$ cat src/rtl/core/text_glyph_rasterizer_defines.svh
// Assertion macros used by the text glyph rasterizer RTL (the line engine, tgr_back).
// Expects clk and rst_n in the scope where a macro is used.
`ifndef TEXT_GLYPH_RASTERIZER_DEFINES_SVH
`define TEXT_GLYPH_RASTERIZER_DEFINES_SVH
`ifndef SYNTHESIS
`define TGR_ASSERT_NEVER(lbl, cond) \
    lbl: assert property (@(posedge clk) disable iff (!rst_n) !(cond)) \
        else $error("tgr: forbidden condition seen");
`define TGR_ASSERT_IMPL(lbl, ante, cons) \
    lbl: assert property (@(posedge clk) disable iff (!rst_n) (ante) |-> (cons)) \
        else $error("tgr: same-cycle implication failed");
`define TGR_ASSERT_NEXT(lbl, ante, cons) \
    lbl: assert property (@(posedge clk) disable iff (!rst_n) (ante) |=> (cons)) \
        else $error("tgr: next-cycle implication failed");
`else
`define TGR_ASSERT_NEVER(lbl, cond)
`define TGR_ASSERT_IMPL(lbl, ante, cons)
`define TGR_ASSERT_NEXT(lbl, ante, cons)
`endif
`endif

$ cat src/rtl/core/tgr_pkg.sv
// Types, codes and the colour palette of the text glyph rasterizer.
// No dependencies; imported by every module of the block.
package tgr_pkg;

    localparam int ADDR_W     = 32;
    localparam int COLOR_W    = 24;
    localparam int SLOT_W     = 12;
    localparam int IDX_W      = 13;
    localparam int STRIDE_W   = 15;
    localparam int BYTES_W    = 3;
    localparam int MODE_W     = 2;
    localparam int WIDTH_W    = 13;
    localparam int CFG_IDX_W  = 2;
    localparam int CFG_DATA_W = 32;
    localparam int QUEUE_DEPTH = 2;

    localparam logic OP_LOAD = 1'b0;
    localparam logic OP_DRAW = 1'b1;

    localparam logic [MODE_W-1:0] MODE_8BPP  = 2'd0;
    localparam logic [MODE_W-1:0] MODE_24BPP = 2'd1;
    localparam logic [MODE_W-1:0] MODE_32BPP = 2'd2;

    localparam logic [BYTES_W-1:0] BYTES_8BPP  = 3'd1;
    localparam logic [BYTES_W-1:0] BYTES_24BPP = 3'd3;
    localparam logic [BYTES_W-1:0] BYTES_32BPP = 3'd4;

    localparam logic [CFG_IDX_W-1:0] REG_FRAME_BASE   = 2'd0;
    localparam logic [CFG_IDX_W-1:0] REG_SCREEN_WIDTH = 2'd1;
    localparam logic [CFG_IDX_W-1:0] REG_PIXEL_MODE   = 2'd2;

    localparam logic [COLOR_W-1:0] PALETTE [16] = '{
        24'h000000, 24'h800000, 24'h008000, 24'h808000,
        24'h000080, 24'h800080, 24'h008080, 24'hC0C0C0,
        24'h808080, 24'hff0000, 24'h00ff00, 24'hffff00,
        24'h0000ff, 24'hff00ff, 24'h00ffff, 24'hffffff
    };

    typedef struct packed {
        logic              opcode;
        logic [SLOT_W-1:0] font_slot;
        logic [7:0]        font_bits;
        logic [7:0]        char_code;
        logic [3:0]        back_index;
        logic [3:0]        fore_index;
        logic [8:0]        cell_col;
        logic [7:0]        cell_row;
    } in_item_t;

    typedef struct packed {
        logic [ADDR_W-1:0]  line_address;
        logic [7:0]         line_pattern;
        logic [COLOR_W-1:0] fore_value;
        logic [COLOR_W-1:0] back_value;
        logic [BYTES_W-1:0] pixel_bytes;
        logic               last_line;
    } out_item_t;

    // One queued command: a font store write or a whole glyph to draw.
    typedef struct packed {
        logic                opcode;
        logic [IDX_W-1:0]    idx;
        logic [7:0]          bits;
        logic [ADDR_W-1:0]   addr;
        logic [STRIDE_W-1:0] stride;
        logic [COLOR_W-1:0]  fore;
        logic [COLOR_W-1:0]  back;
        logic [BYTES_W-1:0]  nbytes;
    } cmd_t;

    function automatic logic [COLOR_W-1:0] pixel_value(input logic [MODE_W-1:0] mode,
                                                       input logic [3:0] cidx);
        logic [COLOR_W-1:0] v;
        if (mode == MODE_8BPP)
            v = COLOR_W'(cidx);
        else
            v = PALETTE[cidx];
        return v;
    endfunction

    function automatic logic [BYTES_W-1:0] bytes_per_pixel(input logic [MODE_W-1:0] mode);
        logic [BYTES_W-1:0] b;
        case (mode)
            MODE_8BPP:  b = BYTES_8BPP;
            MODE_24BPP: b = BYTES_24BPP;
            default:    b = BYTES_32BPP;
        endcase
        return b;
    endfunction

endpackage

$ cat src/rtl/core/tgr_queue.sv
// Short command queue between the front end and the line engine.
// Depends on tgr_pkg.
module tgr_queue (
    input  logic          clk,
    input  logic          rst_n,
    input  logic          push_valid,
    output logic          push_ready,
    input  tgr_pkg::cmd_t push_data,
    output logic          head_valid,
    input  logic          pop,
    output tgr_pkg::cmd_t head
);
    import tgr_pkg::*;

    localparam int PTR_W = $clog2(QUEUE_DEPTH);
    localparam int CNT_W = $clog2(QUEUE_DEPTH + 1);

    cmd_t             slots [QUEUE_DEPTH];
    logic [PTR_W-1:0] wr_ptr_reg, rd_ptr_reg;
    logic [CNT_W-1:0] count_reg;
    logic             do_push, do_pop;

    assign push_ready = (count_reg != CNT_W'(QUEUE_DEPTH));
    assign head_valid = (count_reg != '0);
    assign head       = slots[rd_ptr_reg];
    assign do_push    = push_valid && push_ready;
    assign do_pop     = pop && head_valid;

    always_ff @(posedge clk)
    begin
        if (do_push)
            slots[wr_ptr_reg] <= push_data;
    end

    always_ff @(posedge clk or negedge rst_n)
    begin
        if (!rst_n)
        begin
            wr_ptr_reg <= '0;
            rd_ptr_reg <= '0;
            count_reg  <= '0;
        end
        else
        begin
            if (do_push)
                wr_ptr_reg <= (wr_ptr_reg == PTR_W'(QUEUE_DEPTH - 1)) ? '0
                                                                     : wr_ptr_reg + 1'b1;
            if (do_pop)
                rd_ptr_reg <= (rd_ptr_reg == PTR_W'(QUEUE_DEPTH - 1)) ? '0
                                                                     : rd_ptr_reg + 1'b1;
            if (do_push && !do_pop)
                count_reg <= count_reg + 1'b1;
            else if (do_pop && !do_push)
                count_reg <= count_reg - 1'b1;
        end
    end

endmodule

$ cat config.mk
export PLATFORM = sky130hd
export DESIGN_NAME = tgr_queue
export DESIGN_NICKNAME = d
export VERILOG_FILES = /design/src/rtl/core/text_glyph_rasterizer_defines.svh /design/src/rtl/core/tgr_pkg.sv /design/src/rtl/core/tgr_queue.sv
export SDC_FILE = /design/constraint.sdc
export NUM_CORES = 1
export LEC_CHECK = 0
export BUFFER_PORTS_ARGS = -buffer_cell sky130_fd_sc_hd__buf_2
export CAP_MARGIN = 20
export CORE_MARGIN = 2
export CORE_UTILIZATION = 28
export CTS_BUF_LIST = sky130_fd_sc_hd__clkbuf_4
export DETAILED_ROUTE_END_ITERATION = 7
export GPL_TIMING_DRIVEN = 0
export PLACE_DENSITY = 0.45
export SYNTH_ARGS = -nofsm -noshare
export SYNTH_HDL_FRONTEND = slang
export SYNTH_SLANG_ARGS = --single-unit
$ cat constraint.sdc
create_clock -name clk -period 8.2 [get_ports clk]
set_clock_uncertainty 0.2 [all_clocks]
set_input_delay 0.41 -clock clk [delete_from_list [all_inputs] [get_ports clk]]
set_output_delay 0.41 -clock clk [all_outputs]
set_load 0.01 [all_outputs]
==> metrics.txt <==
status=finished clean; VDD IR-drop max=about 0.00017 V; antenna violations before repair=2; DRT antenna net count=0; Via density=around 4; Max-Cap Viols=0; Yosys top cell area share=81.2%; via count=5290; Setup WS post-layout=5.60 ns; area of the multi-input gates=0.00145 mm^2; worst-margin pin slew=0.883 ns; CP Class=register to primary output; fill cell count=2931; critical path capture point type=primary output; die area=about 0.033 mm^2; top cells by count, synth=edfxtp_1, mux2_2, buf_6, dfrtp_1; first-pass GRT wire length=30.3 mm; Leak=4.89 nW; Die Wd=~180 um; Overflow after GRT=0; R2R Path Start=count_reg[1]; fin crit period=2.60 ns; asr flop ratio synth=about 1.6%; top_reg_cell synth=edfxtp_1; Post-CTS Setup Bufs=0; Die Y=~180 um; RSZ-0062 raised after global routing=false; number of buffers created by CTS=67; post-synth cell types=15; CTS H-Tree Depth=3; share of cells above drive strength 1=55.7%; post-route cell area=between 0.01 and 0.015 mm^2; Synth area leaders=edfxtp_1, mux2_2, buf_6; Syn-to-layout area delta=44.3%; Ys Warns=0; final hold slack=0.276 ns; pwr/cell area=around 320 mW/mm^2; hold crit path type=input port to register; # DRC=0; Starting Density=28.3%; Syn Inst Count=391; CP Max Fanout=10; initial detailed-routing violation count=131; count leader, synth=edfxtp_1; sequential share of the synthesized area=82.3%; Post-Syn Nets=about 520; CTS tree=yes; sequential cell area=0.00731 mm^2; Setup violations, final=0; Net count, final=between 900 and 1000; HPWL after detailed placement=about 13 mm; Placer Congestion=0.704; number of synthesized flops with an enable pin=240; Max-slew headroom=between 40% and 50%; setup_tns=0 ns; max FFs per register=240; Worst-path clk slew=0.07 ns; row count=65; worst r2r dst=slots[0][78]; num ports=246; CP endpoint=head[56]; WL final=approximately 20 mm; Critical Path AT=around 2 ns; vias in the first global route=5963; First-pass DRT Iterations=4; worst skew pair latency=around 0.65 ns; max-slew violations=0; Mapped Area=between 0.008 and 0.009 mm^2; PortBufs=245; Worst setup SP type=register; Core ar.=about 0.031 mm^2; endpoints failing hold=0; root buffer cell=clkbuf_4; Seq cells post-synth=244; Total GRT Usage=11.8%; final core utilization=about two fifths; worst reg-to-reg path cell count=5; CTS Buffer Depth=3; Avg Cell Area, Syn=22.7 um^2; Worst Path Required=7.59 ns; leading area contributor after synthesis=edfxtp_1; Worst Setup SP=rd_ptr_reg; Cell Area, Placed=between 0.01 and 0.015 mm^2; CTS Sinks=244; fmax=slightly below 400 MHz; flop-to-flop setup slack=5.82 ns; Setup WS pre-CTS=about 5.7 ns; Final period util=31.7%; drt wl/cell=~15 um; largest net degree at the start of global routing=52
-- worst min-delay path by stage --
stage | start | to | slack, ns | cells after the start
detailed placement | rst_n | wr_ptr_reg | 0.02 | 1
finish | push_data[90] | slots[1][90] | 0.28 | 2
global route | push_data[90] | slots[1][90] | 0.20 | 2
global placement | rst_n | wr_ptr_reg | 0.02 | 1
CTS | push_data[90] | slots[1][90] | 0.18 | 2
floorplan | rst_n | count_reg[0] | -0.09 | 0
-- metal layers --
| layer | track usage [%] | routed length (um) | up-vias |
|---|---|---|---|
| met1 | 12.7 | 7860 | 2524 |
| li1 | - | - | 2491 |
| met2 | 20.2 | 9710 | 209 |
| met5 | 0 | 13 | - |
| met4 | 6.48 | 805 | 2 |
| met3 | 4.37 | 1470 | 64 |
-- layout make-up --
type | instances | share of cell area [%]
tap | 402 | 3.93
buffer | 13 | 0.967
inverter | 1 | 0.0293
timing repair buffer | 375 | 20.4
sequential | 244 | 57.0
clock buffer | 93 | 5.45
antenna | 1 | 0.0195
clock inverter | 23 | 0.850
multi-input combinational | 133 | 11.3
-- stage by stage --
stage | cells | total power, mW
after floorplan | 391 | 2.59
after detailed placement | 1044 | 3.10
final | 1285 | 4.10
after CTS | 1284 | 4.20
after global routing | 1285 | 4.35
after global placement | 1038 | 3.08
-- timing repair --
action,in CTS,in global routing
endpoints found under the hold margin,246,0
hold buffers,124,0
gates resized for setup,0,0
-- kinds of logic (layout without fill, tap and decap cells) --
family                   after synthesis  in the layout  share of synthesized area, %
multiplexers                         120            120                          15.2
AND/OR/NAND/NOR                        7              7                         0.381
buffers and inverters                 14            505                          1.44
flip-flops                           244            244                          82.3
XOR/XNOR                               5              5                         0.493
other                                  0              1                             0
adder cells (fa/ha/maj)                1              1                         0.141
-- worst max-delay path, stage by stage, from the launching register on --
cell	delay [ns]
dfrtp_1	0.38
buf_4	0.30
buf_6	0.21
mux2_2	0.36
buf_2	0.14
-- cells in the final DEF (no fill, tap or decap), types with 2 or more instances in the layout --
| cell | count |
|---|---|
| buf_16 | 3 |
| dfrtp_1 | 4 |
| clkinv_1 | 12 |
| buf_2 | 248 |
| buf_12 | 3 |
| clkinvlp_4 | 3 |
| edfxtp_1 | 240 |
| nand2_1 | 2 |
| mux2_2 | 120 |
| xor2_1 | 2 |
| clkinv_2 | 5 |
| xnor2_1 | 3 |
| clkbuf_4 | 93 |
| buf_6 | 9 |
| inv_2 | 2 |
| dlygate4sd3_1 | 124 |
-- power breakdown --
group / switching (mW) / leakage [nW] / internal (mW)
clock: 0.489 / 0.479 / 0.528
sequential: 0.0620 / 2.28 / 1.70
combinational: 0.691 / 2.13 / 0.628
total: 1.24 / 4.89 / 2.86
(Power assumes the default switching activity.)
