$ cat src/rtl/core/text_glyph_rasterizer_defines.svh
// Assertion macros used by the text glyph rasterizer RTL (the line engine, tgr_back).
// Expects clk and rst_n in the scope where a macro is used.
`ifndef TEXT_GLYPH_RASTERIZER_DEFINES_SVH
`define TEXT_GLYPH_RASTERIZER_DEFINES_SVH
`ifndef SYNTHESIS
`define TGR_ASSERT_NEVER(lbl, cond) \
    lbl: assert property (@(posedge clk) disable iff (!rst_n) !(cond)) \
        else $error("tgr: forbidden condition seen");
`define TGR_ASSERT_IMPL(lbl, ante, cons) \
    lbl: assert property (@(posedge clk) disable iff (!rst_n) (ante) |-> (cons)) \
        else $error("tgr: same-cycle implication failed");
`define TGR_ASSERT_NEXT(lbl, ante, cons) \
    lbl: assert property (@(posedge clk) disable iff (!rst_n) (ante) |=> (cons)) \
        else $error("tgr: next-cycle implication failed");
`else
`define TGR_ASSERT_NEVER(lbl, cond)
`define TGR_ASSERT_IMPL(lbl, ante, cons)
`define TGR_ASSERT_NEXT(lbl, ante, cons)
`endif
`endif

$ cat src/rtl/core/tgr_pkg.sv
// Types, codes and the colour palette of the text glyph rasterizer.
// No dependencies; imported by every module of the block.
package tgr_pkg;

    localparam int ADDR_W     = 32;
    localparam int COLOR_W    = 24;
    localparam int SLOT_W     = 12;
    localparam int IDX_W      = 13;
    localparam int STRIDE_W   = 15;
    localparam int BYTES_W    = 3;
    localparam int MODE_W     = 2;
    localparam int WIDTH_W    = 13;
    localparam int CFG_IDX_W  = 2;
    localparam int CFG_DATA_W = 32;
    localparam int QUEUE_DEPTH = 2;

    localparam logic OP_LOAD = 1'b0;
    localparam logic OP_DRAW = 1'b1;

    localparam logic [MODE_W-1:0] MODE_8BPP  = 2'd0;
    localparam logic [MODE_W-1:0] MODE_24BPP = 2'd1;
    localparam logic [MODE_W-1:0] MODE_32BPP = 2'd2;

    localparam logic [BYTES_W-1:0] BYTES_8BPP  = 3'd1;
    localparam logic [BYTES_W-1:0] BYTES_24BPP = 3'd3;
    localparam logic [BYTES_W-1:0] BYTES_32BPP = 3'd4;

    localparam logic [CFG_IDX_W-1:0] REG_FRAME_BASE   = 2'd0;
    localparam logic [CFG_IDX_W-1:0] REG_SCREEN_WIDTH = 2'd1;
    localparam logic [CFG_IDX_W-1:0] REG_PIXEL_MODE   = 2'd2;

    localparam logic [COLOR_W-1:0] PALETTE [16] = '{
        24'h000000, 24'h800000, 24'h008000, 24'h808000,
        24'h000080, 24'h800080, 24'h008080, 24'hC0C0C0,
        24'h808080, 24'hff0000, 24'h00ff00, 24'hffff00,
        24'h0000ff, 24'hff00ff, 24'h00ffff, 24'hffffff
    };

    typedef struct packed {
        logic              opcode;
        logic [SLOT_W-1:0] font_slot;
        logic [7:0]        font_bits;
        logic [7:0]        char_code;
        logic [3:0]        back_index;
        logic [3:0]        fore_index;
        logic [8:0]        cell_col;
        logic [7:0]        cell_row;
    } in_item_t;

    typedef struct packed {
        logic [ADDR_W-1:0]  line_address;
        logic [7:0]         line_pattern;
        logic [COLOR_W-1:0] fore_value;
        logic [COLOR_W-1:0] back_value;
        logic [BYTES_W-1:0] pixel_bytes;
        logic               last_line;
    } out_item_t;

    // One queued command: a font store write or a whole glyph to draw.
    typedef struct packed {
        logic                opcode;
        logic [IDX_W-1:0]    idx;
        logic [7:0]          bits;
        logic [ADDR_W-1:0]   addr;
        logic [STRIDE_W-1:0] stride;
        logic [COLOR_W-1:0]  fore;
        logic [COLOR_W-1:0]  back;
        logic [BYTES_W-1:0]  nbytes;
    } cmd_t;

    function automatic logic [COLOR_W-1:0] pixel_value(input logic [MODE_W-1:0] mode,
                                                       input logic [3:0] cidx);
        logic [COLOR_W-1:0] v;
        if (mode == MODE_8BPP)
            v = COLOR_W'(cidx);
        else
            v = PALETTE[cidx];
        return v;
    endfunction

    function automatic logic [BYTES_W-1:0] bytes_per_pixel(input logic [MODE_W-1:0] mode);
        logic [BYTES_W-1:0] b;
        case (mode)
            MODE_8BPP:  b = BYTES_8BPP;
            MODE_24BPP: b = BYTES_24BPP;
            default:    b = BYTES_32BPP;
        endcase
        return b;
    endfunction

endpackage

$ cat src/rtl/core/tgr_front.sv
// Front end: accepts items, resolves colours and computes the glyph's first line address.
// Depends on tgr_pkg; feeds commands to tgr_queue.
module tgr_front #(
    parameter int GLYPH_LINES = 16,
    parameter int CHAR_COUNT  = 256
) (
    input  logic                                 clk,
    input  logic                                 rst_n,
    input  logic                                 in_valid,
    output logic                                 in_ready,
    input  tgr_pkg::in_item_t                    in_data,
    input  logic [tgr_pkg::ADDR_W-1:0]           frame_base,
    input  logic [tgr_pkg::WIDTH_W-1:0]          screen_width,
    input  logic [tgr_pkg::MODE_W-1:0]           pixel_mode,
    output logic                                 push_valid,
    input  logic                                 push_ready,
    output tgr_pkg::cmd_t                        push_data
);
    import tgr_pkg::*;

    localparam int FONT_DEPTH = CHAR_COUNT * GLYPH_LINES;
    localparam int LINE_W     = $clog2(GLYPH_LINES);
    localparam int Y_W        = 8 + LINE_W;
    localparam int PROD_W     = WIDTH_W + Y_W;
    localparam int OFFS_W     = PROD_W + 1;

    typedef enum logic [4:0] {
        F_IDLE  = 5'b00001,
        F_MUL   = 5'b00010,
        F_SUM   = 5'b00100,
        F_SCALE = 5'b01000,
        F_PUSH  = 5'b10000
    } front_state_t;

    front_state_t        state_reg, state_next;
    in_item_t            item_reg;
    logic [IDX_W-1:0]    glyph_reg;
    logic [Y_W-1:0]      y0_reg;
    logic [COLOR_W-1:0]  fore_reg, back_reg;
    logic [BYTES_W-1:0]  bytes_reg;
    logic [STRIDE_W-1:0] stride_reg;
    logic [PROD_W-1:0]   prod_reg;
    logic [OFFS_W-1:0]   offs_reg;
    logic [ADDR_W-1:0]   scaled_reg;

    logic                accept;
    logic                slot_ok;
    logic [8:0]          code_wide;
    logic [7:0]          code_mod;
    logic [BYTES_W-1:0]  in_bytes;

    function automatic logic [ADDR_W-1:0] scale_bytes(input logic [BYTES_W-1:0] nb,
                                                      input logic [ADDR_W-1:0] v);
        logic [ADDR_W-1:0] r;
        case (nb)
            BYTES_8BPP:  r = v;
            BYTES_24BPP: r = v + (v << 1);
            default:     r = v << 2;
        endcase
        return r;
    endfunction

    assign in_ready = (state_reg == F_IDLE);
    assign accept   = in_valid && in_ready;
    assign slot_ok  = (14'(in_data.font_slot) < 14'(FONT_DEPTH));
    assign in_bytes = bytes_per_pixel(pixel_mode);

    // Character code wraps once at most; that covers every 8-bit code only while CHAR_COUNT is 128 or more.
    assign code_wide = {1'b0, in_data.char_code};
    assign code_mod  = (code_wide >= 9'(CHAR_COUNT)) ? 8'(code_wide - 9'(CHAR_COUNT))
                                                     : in_data.char_code;

    always_comb
    begin
        state_next = state_reg;
        case (state_reg)
            F_IDLE:
            begin
                if (accept)
                begin
                    if (in_data.opcode == OP_DRAW)
                        state_next = F_MUL;
                    else if (slot_ok)
                        state_next = F_PUSH;
                end
            end
            F_MUL:   state_next = F_SUM;
            F_SUM:   state_next = F_SCALE;
            F_SCALE: state_next = F_PUSH;
            F_PUSH:
            begin
                if (push_ready)
                    state_next = F_IDLE;
            end
            default: state_next = F_IDLE;
        endcase
    end

    always_ff @(posedge clk or negedge rst_n)
    begin
        if (!rst_n)
            state_reg <= F_IDLE;
        else
            state_reg <= state_next;
    end

    always_ff @(posedge clk)
    begin
        if (accept)
        begin
            item_reg   <= in_data;
            glyph_reg  <= IDX_W'(code_mod) * IDX_W'(GLYPH_LINES);
            y0_reg     <= Y_W'(in_data.cell_row) * Y_W'(GLYPH_LINES);
            fore_reg   <= pixel_value(pixel_mode, in_data.fore_index);
            back_reg   <= pixel_value(pixel_mode, in_data.back_index);
            bytes_reg  <= in_bytes;
            stride_reg <= STRIDE_W'(scale_bytes(in_bytes, ADDR_W'(screen_width)));
        end
        if (state_reg == F_MUL)
            prod_reg <= PROD_W'(screen_width) * PROD_W'(y0_reg);
        if (state_reg == F_SUM)
            offs_reg <= OFFS_W'(prod_reg) + OFFS_W'({item_reg.cell_col, 3'b000});
        if (state_reg == F_SCALE)
            scaled_reg <= scale_bytes(bytes_reg, ADDR_W'(offs_reg));
    end

    assign push_valid = (state_reg == F_PUSH);

    always_comb
    begin
        push_data.opcode = item_reg.opcode;
        push_data.idx    = (item_reg.opcode == OP_DRAW) ? glyph_reg
                                                        : IDX_W'(item_reg.font_slot);
        push_data.bits   = item_reg.font_bits;
        push_data.addr   = frame_base + scaled_reg;
        push_data.stride = stride_reg;
        push_data.fore   = fore_reg;
        push_data.back   = back_reg;
        push_data.nbytes = bytes_reg;
    end

endmodule

$ cat config.mk
export PLATFORM = sky130hd
export DESIGN_NAME = tgr_front
export DESIGN_NICKNAME = d
export VERILOG_FILES = /design/src/rtl/core/text_glyph_rasterizer_defines.svh /design/src/rtl/core/tgr_pkg.sv /design/src/rtl/core/tgr_front.sv
export SDC_FILE = /design/constraint.sdc
export NUM_CORES = 1
export LEC_CHECK = 0
export BUFFER_PORTS_ARGS = -buffer_cell sky130_fd_sc_hd__buf_2
export CAP_MARGIN = 15
export CORE_MARGIN = 3
export CORE_UTILIZATION = 55
export DETAILED_ROUTE_END_ITERATION = 16
export PLACE_DENSITY = 0.77
export REMOVE_ABC_BUFFERS = 1
export SYNTH_ARGS = -nofsm -noshare
export SYNTH_HDL_FRONTEND = slang
export SYNTH_SLANG_ARGS = --single-unit
$ cat constraint.sdc
create_clock -name clk -period 7.09 [get_ports clk]
set_clock_uncertainty 0.05 [all_clocks]
set_input_delay 1.0635 -clock clk [delete_from_list [all_inputs] [get_ports clk]]
set_output_delay 1.0635 -clock clk [all_outputs]
set_load 0.02 [all_outputs]
==> results.sh <==
export IMPL_outcome="finished, final reports clean"
export IMPL_wl_um=29300
export IMPL_r2r_cells=15
export IMPL_cts_tree="built"
export IMPL_r2r_start="y0_reg[8]"
export IMPL_ctsResizeCount=0
export IMPL_final_fill_count=1901
export IMPL_synth_main_ff_cell="edfxtp_1"
export IMPL_gp_congestion=0.861
export IMPL_setup_ws_ps=1890
export IMPL_clockBufferDepth=2
export IMPL_yosys_area_top_type="edfxtp_1"
export IMPL_port_buffers=219
export IMPL_reg2reg_to="prod_reg[24]"
export IMPL_antennaDiodeCount=0
export IMPL_cp_required_ps=7210
export IMPL_slew_viol_final=0
export IMPL_grt_use_met1=0.285
export IMPL_grt_pass1_vias=9915
export IMPL_slowest_stage="fa_1"
export IMPL_dp_cells=1797
export IMPL_drv_cap=0
export IMPL_rsz0062_at_grt="false"
export IMPL_synthesis_area_um2=13400
export IMPL_max_freq_mhz=192
export IMPL_routedWlPerCell_um=16.0
export IMPL_tightest_slew_ps=551
export IMPL_htree_levels=4
export IMPL_netlist_top_cells_count="edfxtp_1 (159), inv_1 (115), ha_1 (110)"
export IMPL_synth_seq_cells=164
export IMPL_utilization=0.642
export IMPL_setup_tns_ps=0
export IMPL_path_class="in -> reg"
export IMPL_die_y_um=162
export IMPL_cts_sinks=164
export IMPL_cts_buffers=17
export IMPL_clockRootBuffer="clkbuf_16"
export IMPL_vdd_drop_max_mv=0.396
export IMPL_grt_pass1_wl_um=47600
export IMPL_postRouteAntennaNets=0
export IMPL_min_period_ps=5200
export IMPL_crit_chain="buf_2 -> nand2_1 -> fa_1 -> inv_1 -> fa_1 -> fa_1 -> inv_1 -> fa_1 -> inv_1 -> ha_1 -> a21oi_1 -> inv_1 -> a21oi_1 -> o21ai_1 -> a2111oi_0 -> nor3_1 -> xor2_1"
export IMPL_nNetsFinal=1783
export IMPL_cp_startpoint="screen_width[7]"
export IMPL_syn_avg_cell_area_um2=10.1
export IMPL_dpl_instance_area_um2=14600
export IMPL_max_slew_margin=0.631
export IMPL_rows=56
export IMPL_start_util=0.566
export IMPL_yosys_warnings=0
export IMPL_first_pass_iters=5
export IMPL_synth_top_cell_area_share=0.355
export IMPL_drive_gt1_frac=0.195
export IMPL_use_met2=0.384
export IMPL_syn_to_final_growth_pct=13.4
export IMPL_synth_async_sr_flop_share=0.0305
export IMPL_netlist_top_cells_area="edfxtp_1 (36%), fa_1 (10%), ha_1 (10%)"
export IMPL_period_share=0.734
export IMPL_crit_path_end_kind="register"
export IMPL_grt_max_degree=91
export IMPL_synth_edf_count=159
export IMPL_antenna_found_initial=0
export IMPL_hold_path_class="reg -> reg"
export IMPL_critPathMaxStageDelay_ps=560
export IMPL_die_area_um2=26400
export IMPL_rrSetupSlack_ps=2050
export IMPL_largest_reg_flops=25
export IMPL_via_per_inst=5.56
export IMPL_synth_most_common_cell="edfxtp_1"
export IMPL_critPathCapture="prod_reg[21]"
export IMPL_startpoint_type="input pin"
export IMPL_cts_hold_buffers=0
export IMPL_use_met3=0.0328
export IMPL_crit_arrival_ps=5320
export IMPL_design_area_um2=15200
export IMPL_grt_overflow_total=0
export IMPL_cellPowerDensity_nw_per_um2=358
export IMPL_place_ws_ps=1450
export IMPL_insertion_delay_ps=430
export IMPL_route_detailed_drc=0
export IMPL_power_total_mw=5.45
export IMPL_core_region_area_um2=23800
export IMPL_p_leak_nw=6.66
export IMPL_synth_cells=1331
export IMPL_finalHoldViolCount=0
export IMPL_dr_first_iter_drc_count=809
export IMPL_setup_viol=0
export IMPL_vias=10200
export IMPL_post_cts_setup_buffers=0
export IMPL_die_w_um=162
export IMPL_ys_types=81
export IMPL_final_cells=1830
export IMPL_cp_max_fo=12
export IMPL_grt_util_all_layers=0.220
export IMPL_seq_area_frac_synth=0.365
export IMPL_holdWs_ps=369
export IMPL_top_usage_layer="met2"
export IMPL_boundaryPins=227
export IMPL_clkTransAtPathRegs_ps=60
export IMPL_dpl_hpwl_um=22600
[cells by family after synthesis]
kind of cell / share of synthesized area
xor+xnor: 0.0508
simple gates: 0.153
other cells: 0.000279
flops: 0.365
compound gates: 0.140
mux: 0.0195
buf+inv: 0.0647
fa+ha+maj: 0.207
[metal layers]
layer  vias to the layer above  wire (µm)
met5                         -          0
met4                         0        628
met3                        50       1500
met2                       304      14900
met1                      4843      12200
li1                       4983          -
[how the worst min path moves through the flow]
stage          cells after the start  slack [ps]      endpoint   startpoint
2_1_floorplan                      0         350   offs_reg[3]  item_reg[8]
3_3_place_gp                       0         350   offs_reg[3]  item_reg[8]
3_5_place_dp                       0         360   offs_reg[3]  item_reg[8]
4_1_cts                            0         370   offs_reg[3]  item_reg[8]
5_1_grt                            1         380  state_reg[3]        rst_n
6_report                           0         370   offs_reg[3]  item_reg[8]
[cells in the final DEF (no fill, tap or decap), drive strengths merged, types with 60 or more instances in the layout]
cell type	count
and2	76
nor2	90
nand2	107
edfxtp	159
o21ai	60
buf	228
ha	110
xnor2	60
inv	124
fa	70
a21oi	85
[worst max-delay path: cells and delay by family]
| kind | cells | cell delay [ps] |
|---|---|---|
| fa+ha+maj | 5 | 2440 |
| compound gates | 4 | 950 |
| buf+inv | 5 | 440 |
| simple gates | 2 | 240 |
| xor+xnor | 1 | 150 |
[where the power goes]
group	internal [mW]	total, mW	leakage (nW)	switching [mW]
registers	1.42	1.53	1.53	0.112
logic	1.22	2.99	4.83	1.77
clock network	0.508	0.938	0.295	0.430
total	3.14	5.45	6.66	2.31
[area by class of cell]
| type | instances | area (µm²) | area share |
|---|---|---|---|
| multi-input combinational | 971 | 7720 | 0.506 |
| clock inverter | 15 | 184 | 0.0121 |
| clock buffer | 17 | 425 | 0.0279 |
| sequential | 164 | 4900 | 0.321 |
| tap | 319 | 399 | 0.0262 |
| timing repair buffer | 228 | 1180 | 0.0776 |
| inverter | 116 | 435 | 0.0286 |
No activity file was read; power rests on OpenSTA's default activity.
